## src/hdl/tcb_pkg.sv

```systemverilog
// shared types and constants for the text cell buffer
`default_nettype none

package tcb_pkg;

  localparam logic [7:0] SPACE_CODE = 8'h20;
  localparam logic [7:0] HASH_CODE  = 8'h23;

  // register reset values
  localparam logic [6:0] RST_ACTIVE_WIDTH  = 7'd64;
  localparam logic [5:0] RST_ACTIVE_HEIGHT = 6'd32;
  localparam logic [7:0] RST_COLOR         = 8'd7;

  // register indexes
  localparam logic [1:0] CFG_ACTIVE_WIDTH  = 2'd0;
  localparam logic [1:0] CFG_ACTIVE_HEIGHT = 2'd1;
  localparam logic [1:0] CFG_DEFAULT_COLOR = 2'd2;

  // command modes
  localparam logic [2:0] MODE_CLEAR  = 3'd0;
  localparam logic [2:0] MODE_DRAW   = 3'd1;
  localparam logic [2:0] MODE_BORDER = 3'd2;
  localparam logic [2:0] MODE_RENDER = 3'd3;
  localparam logic [2:0] MODE_READ   = 3'd4;

  // result kinds
  localparam logic KIND_CHANGE = 1'b0;
  localparam logic KIND_READ   = 1'b1;

  typedef enum logic [2:0] {
    SEL_ITEM  = 3'd0,
    SEL_TOP   = 3'd1,
    SEL_BOT   = 3'd2,
    SEL_LEFT  = 3'd3,
    SEL_RIGHT = 3'd4,
    SEL_ROW   = 3'd5
  } coord_sel_e;

  typedef struct packed {
    logic       item_load;
    logic       cnt_clr;
    logic       cnt_inc;
    logic       sweep_wr;
    logic       sweep_init;
    logic       put_wr;
    coord_sel_e sel;
    logic       rd_en;
    logic       push;
    logic       flush;
    logic       rd_out;
  } tcb_cmd_t;

  typedef struct packed {
    logic [2:0] mode;
    logic       sweep_end;
    logic       edge_w_end;
    logic       edge_h_end;
    logic       row_end;
    logic       row_ok;
    logic       box_ok;
    logic       differ;
    logic       pend_valid;
    logic       out_free;
  } tcb_status_t;

endpackage

`default_nettype wire

```

## src/hdl/tcb_ctrl.sv

```systemverilog
// controller: sequences clear, draw, border walk, row render and read
`default_nettype none

module tcb_ctrl (
  input  wire logic                 clk_i,
  input  wire logic                 rst_ni,
  input  wire logic                 in_valid_i,
  output logic                      in_stall_o,
  output tcb_pkg::tcb_cmd_t         cmd_o,
  input  wire tcb_pkg::tcb_status_t status_i
);
  import tcb_pkg::*;

  typedef enum logic [13:0] {
    S_INIT   = 14'b00000000000001,
    S_IDLE   = 14'b00000000000010,
    S_DECODE = 14'b00000000000100,
    S_CLEAR  = 14'b00000000001000,
    S_DRAW   = 14'b00000000010000,
    S_BTOP   = 14'b00000000100000,
    S_BBOT   = 14'b00000001000000,
    S_BLEFT  = 14'b00000010000000,
    S_BRIGHT = 14'b00000100000000,
    S_RRD    = 14'b00001000000000,
    S_RCMP   = 14'b00010000000000,
    S_RFLUSH = 14'b00100000000000,
    S_RDRD   = 14'b01000000000000,
    S_RDOUT  = 14'b10000000000000
  } state_e;

  state_e state_q, state_d;

  always_ff @(posedge clk_i or negedge rst_ni) begin
    if (!rst_ni) begin
      state_q <= S_INIT;
    end else begin
      state_q <= state_d;
    end
  end

  assign in_stall_o = (state_q != S_IDLE);

  always_comb begin
    cmd_o     = '0;
    cmd_o.sel = SEL_ITEM;
    state_d   = state_q;
    unique case (state_q)
      S_INIT: begin
        cmd_o.sweep_wr   = 1'b1;
        cmd_o.sweep_init = 1'b1;
        if (status_i.sweep_end) begin
          state_d = S_IDLE;
        end else begin
          cmd_o.cnt_inc = 1'b1;
        end
      end
      S_IDLE: begin
        if (in_valid_i) begin
          cmd_o.item_load = 1'b1;
          cmd_o.cnt_clr   = 1'b1;
          state_d         = S_DECODE;
        end
      end
      S_DECODE: begin
        unique case (status_i.mode)
          MODE_CLEAR:  state_d = S_CLEAR;
          MODE_DRAW:   state_d = S_DRAW;
          MODE_BORDER: state_d = status_i.box_ok ? S_BTOP : S_IDLE;
          MODE_RENDER: state_d = status_i.row_ok ? S_RRD : S_IDLE;
          MODE_READ:   state_d = S_RDRD;
          default:     state_d = S_IDLE;
        endcase
      end
      S_CLEAR: begin
        cmd_o.sweep_wr = 1'b1;
        if (status_i.sweep_end) begin
          state_d = S_IDLE;
        end else begin
          cmd_o.cnt_inc = 1'b1;
        end
      end
      S_DRAW: begin
        cmd_o.put_wr = 1'b1;
        state_d      = S_IDLE;
      end
      S_BTOP: begin
        cmd_o.put_wr = 1'b1;
        cmd_o.sel    = SEL_TOP;
        if (status_i.edge_w_end) begin
          cmd_o.cnt_clr = 1'b1;
          state_d       = S_BBOT;
        end else begin
          cmd_o.cnt_inc = 1'b1;
        end
      end
      S_BBOT: begin
        cmd_o.put_wr = 1'b1;
        cmd_o.sel    = SEL_BOT;
        if (status_i.edge_w_end) begin
          cmd_o.cnt_clr = 1'b1;
          state_d       = S_BLEFT;
        end else begin
          cmd_o.cnt_inc = 1'b1;
        end
      end
      S_BLEFT: begin
        cmd_o.put_wr = 1'b1;
        cmd_o.sel    = SEL_LEFT;
        if (status_i.edge_h_end) begin
          cmd_o.cnt_clr = 1'b1;
          state_d       = S_BRIGHT;
        end else begin
          cmd_o.cnt_inc = 1'b1;
        end
      end
      S_BRIGHT: begin
        cmd_o.put_wr = 1'b1;
        cmd_o.sel    = SEL_RIGHT;
        if (status_i.edge_h_end) begin
          state_d = S_IDLE;
        end else begin
          cmd_o.cnt_inc = 1'b1;
        end
      end
      S_RRD: begin
        cmd_o.sel   = SEL_ROW;
        cmd_o.rd_en = 1'b1;
        state_d     = S_RCMP;
      end
      S_RCMP: begin
        cmd_o.sel = SEL_ROW;
        // a new change can only move the pending one out if the output has room
        if (!status_i.differ || !status_i.pend_valid || status_i.out_free) begin
          cmd_o.push = status_i.differ;
          if (status_i.row_end) begin
            state_d = S_RFLUSH;
          end else begin
            cmd_o.cnt_inc = 1'b1;
            state_d       = S_RRD;
          end
        end
      end
      S_RFLUSH: begin
        if (!status_i.pend_valid) begin
          state_d = S_IDLE;
        end else if (status_i.out_free) begin
          cmd_o.flush = 1'b1;
          state_d     = S_IDLE;
        end
      end
      S_RDRD: begin
        cmd_o.rd_en = 1'b1;
        state_d     = S_RDOUT;
      end
      S_RDOUT: begin
        if (status_i.out_free) begin
          cmd_o.rd_out = 1'b1;
          state_d      = S_IDLE;
        end
      end
      default: begin
        state_d = S_IDLE;
      end
    endcase
  end

`ifndef SYNTHESIS
  a_push_room: assert property (@(posedge clk_i) disable iff (!rst_ni)
    (cmd_o.push && status_i.pend_valid) |-> status_i.out_free)
    else $error("pending cell pushed into a full output");

  a_flush_pend: assert property (@(posedge clk_i) disable iff (!rst_ni)
    cmd_o.flush |-> (status_i.pend_valid && status_i.out_free))
    else $error("flush without a pending cell or room");

  a_accept_decode: assert property (@(posedge clk_i) disable iff (!rst_ni)
    (in_valid_i && !in_stall_o) |=> (state_q == S_DECODE))
    else $error("accepted beat not decoded");
`endif

endmodule

`default_nettype wire

```

## config.mk

```make
export PLATFORM = sky130hd
export DESIGN_NAME = tcb_ctrl
export DESIGN_NICKNAME = d
export VERILOG_FILES = /design/src/hdl/tcb_pkg.sv /design/src/hdl/tcb_ctrl.sv
export SDC_FILE = /design/constraint.sdc
export NUM_CORES = 1
export LEC_CHECK = 0
export CORE_ASPECT_RATIO = 0.75
export CORE_MARGIN = 2
export CORE_UTILIZATION = 50
export DETAILED_ROUTE_END_ITERATION = 7
export DONT_BUFFER_PORTS = 1
export GPL_ROUTABILITY_DRIVEN = 0
export GPL_TIMING_DRIVEN = 0
export PLACE_DENSITY = 0.67
export SKIP_LAST_GASP = 1
export SLEW_MARGIN = 25
export SYNTH_ARGS = -nofsm -noshare
export SYNTH_HDL_FRONTEND = slang
export SYNTH_SLANG_ARGS = --single-unit
export TNS_END_PERCENT = 30
```

## constraint.sdc

```tcl
create_clock -name clk_i -period 4.9 [get_ports clk_i]
set_clock_uncertainty 0.15 [all_clocks]
set_input_delay 0.98 -clock clk_i [delete_from_list [all_inputs] [get_ports clk_i]]
set_output_delay 0.98 -clock clk_i [all_outputs]
set_load 0.05 [all_outputs]
```

==> metrics.txt <==
Slew HR=approximately 31%; final design utilization=between 50 and 60%; endpoints failing hold=0; share of the synthesized area in the top cell type=a little over a quarter; Final #Nets=~170; Max-Cap Viols=0; pwr/cell area=roughly 330 mW/mm2; Port Buffer Count=0; number of buffers created by CTS=3; sequential-to-total area share from yosys stat=~28%; Routed Antenna Nets=0; Core ar.=0.00233 mm2; root buf cell=clkbuf_4; Site Rows=15; Setup Viol. Count Final=0; fraction of registers with async set/reset=100%; Die H=between 40 and 50 um; drt wl/cell=16.4 um; Syn Area/Cell=approximately 8.2 um2; Die ar.=around 0.003 mm2; worst setup path category=register to output pin; crit path capture type=output pin; first drt pass iteration count=4; GRT Util Overall=between 20% and 30%; cts repair resizes=0; Distinct cells, synth=between 40 and 50; Post-Synthesis Cells=about 150; Die Width=approximately 62 um; Final min period=between 4000 and 5000 ps; VDD IR max=between 0.00015 and 0.0002 V; Critical Path Start Type=register; worst endpoint required time=3770 ps; largest net degree at the start of global routing=15; Slew Limit Fails=0; Hold Path Class=input pin to asynchronous set/reset pin; vias in the first global route=1026; total wire length=3140 um; post-cts hold buffer count=0; # diodes=0; status=finished clean; slew at the pin closest to its max-slew limit=around 1100 ps; Area Overhead vs Synth=9.20%; Synth Flop Type=dfrtp_1; R2R Setup Slk=1860 ps; starting density of the core=a little over half; Clk Latency, worst-skew pair=300 ps; Post-synth EDFFs=0; CP Max Fanout=10; FF+latch count, synth=14; H-tree depth=1; io pins=29; Worst R2R End=state_q[1]; Max Buffers Root-to-Sink=2; Clk pin slew, worst setup/hold paths=approximately 100 ps; routed vias/inst=6.18; CTS tree=done; ratio of cells with drive above 1 in the final layout=about a fifth; final worst path period share=91.1%; first-pass GRT wire length=about 4800 um; violation count after the first detailed-routing iteration=88; cell taking the most area after synthesis=dfrtp_1; initial antenna violation count=0; Syn. warnings=0; post-CTS setup repair buffer count=0; r2r startpoint=state_q[6]; largest register by flop count=state_q; Area contributors post-synth=dfrtp_1 (26%), nor2_1 (5.1%), nor4_1 (5.0%), nor3_1 (4.0%), buf_4 (3.6%); reg2reg path depth=7; hpwl dp=approximately 2400 um; RSZ-0062 raised after global routing=no; DP Worst Slack=roughly 800 ps; GRT overflow=0; Post-synth top cells=nor2_1 (17), dfrtp_1 (13), nand2_1 (10), nor3_1 (10), nor4_1 (10); Setup Total Neg Slack=0 ps; Crit-path slowest cell=o22ai_1; Post-route DRC=0; P_leak=~0.60 nW; Netlist Area Pre-Place=approximately 0.0013 mm2; max reg flops=14; largest registers=state_q (14); via count=~1200; Worst path max stage delay=between 1000 and 1500 ps; most numerous cell in the Yosys netlist=nor2_1; FMAX=224 MHz; CP arrival=around 3300 ps; worst setup margin=approximately 440 ps; Post-Syn Nets=roughly 170; clock sinks=14; Cell Chain, Critical Path=buf_4 -> nor4_1 -> nand4_1 -> o22ai_1
final cells by class:
type,count,area [um2]
fillers,228,961
plain buffers,13,105
clock buffers,4,36.3
flip-flops and latches,14,352
well taps,34,42.5
inverters,3,11.3
repair buffers,2,15.0
multi-input cells,122,805
logic make-up (layout without fill, tap and decap cells):
family / after synthesis / after routing / synth area share [%]
buffers and inverters: 16 / 22 / 9.30
and+or+nand+nor: 86 / 86 / 40.8
AOI/OAI and AO/OA: 27 / 27 / 15.5
xor gates and xnor gates: 9 / 9 / 6.30
DFF: 14 / 14 / 28.1
how the worst max path moves through the flow:
stage	startpoint	to	slack [ps]
final	state_q[6]	cmd_o[11]	440
after global routing	state_q[8]	cmd_o[11]	290
after global placement	state_q[4]	cmd_o[3]	640
after floorplan	state_q[4]	cmd_o[3]	920
after CTS	state_q[8]	cmd_o[11]	470
after detailed placement	state_q[8]	cmd_o[11]	800
per-layer routing:
| metal | up-vias | track usage (%) | wire, um |
|---|---|---|---|
| met4 | 0 | 5.11 | 19 |
| met1 | 555 | 32.0 | 1530 |
| met3 | 5 | 7.16 | 227 |
| met2 | 38 | 35.2 | 1370 |
| li1 | 588 | - | - |
| met5 | - | 0 | 0 |
power by group:
part	internal, W	switching [W]
clock	0.0000453	0.0000433
sequential	0.000124	0.00000787
combinational	0.0000698	0.000159
stage by stage:
step	hold slack (ps)	instances	cell area (um2)	total power (W)
after floorplan	351	152	1250	0.000319
after detailed placement	371	188	1330	0.000361
final	207	192	1370	0.000449
after global routing	191	192	1370	0.000479
after CTS	212	192	1370	0.000448
after global placement	369	186	1290	0.000355
worst max-delay path, delay by kind of cell (launching register included):
kind / cells / cell delay, ps
buffers and inverters: 1 / 180
AOI/OAI and AO/OA: 1 / 1090
and+or+nand+nor: 2 / 1350
DFF: 1 / 400
placed cells by master, fill, tap and decap left out, types with 4 or more instances in the layout:
master    netlist  routed
nor2_1         17      17
dfrtp_1        13      13
nand2_1        10      10
nor4_1         10       9
nor3_1         10       9
buf_4           6       8
nand3_1         6       6
xnor2_1         5       5
buf_6           4       4
nand4_1         4       4
nand3b_1        4       4
xor2_1          4       4
No activity file was read; power rests on OpenSTA's default activity.
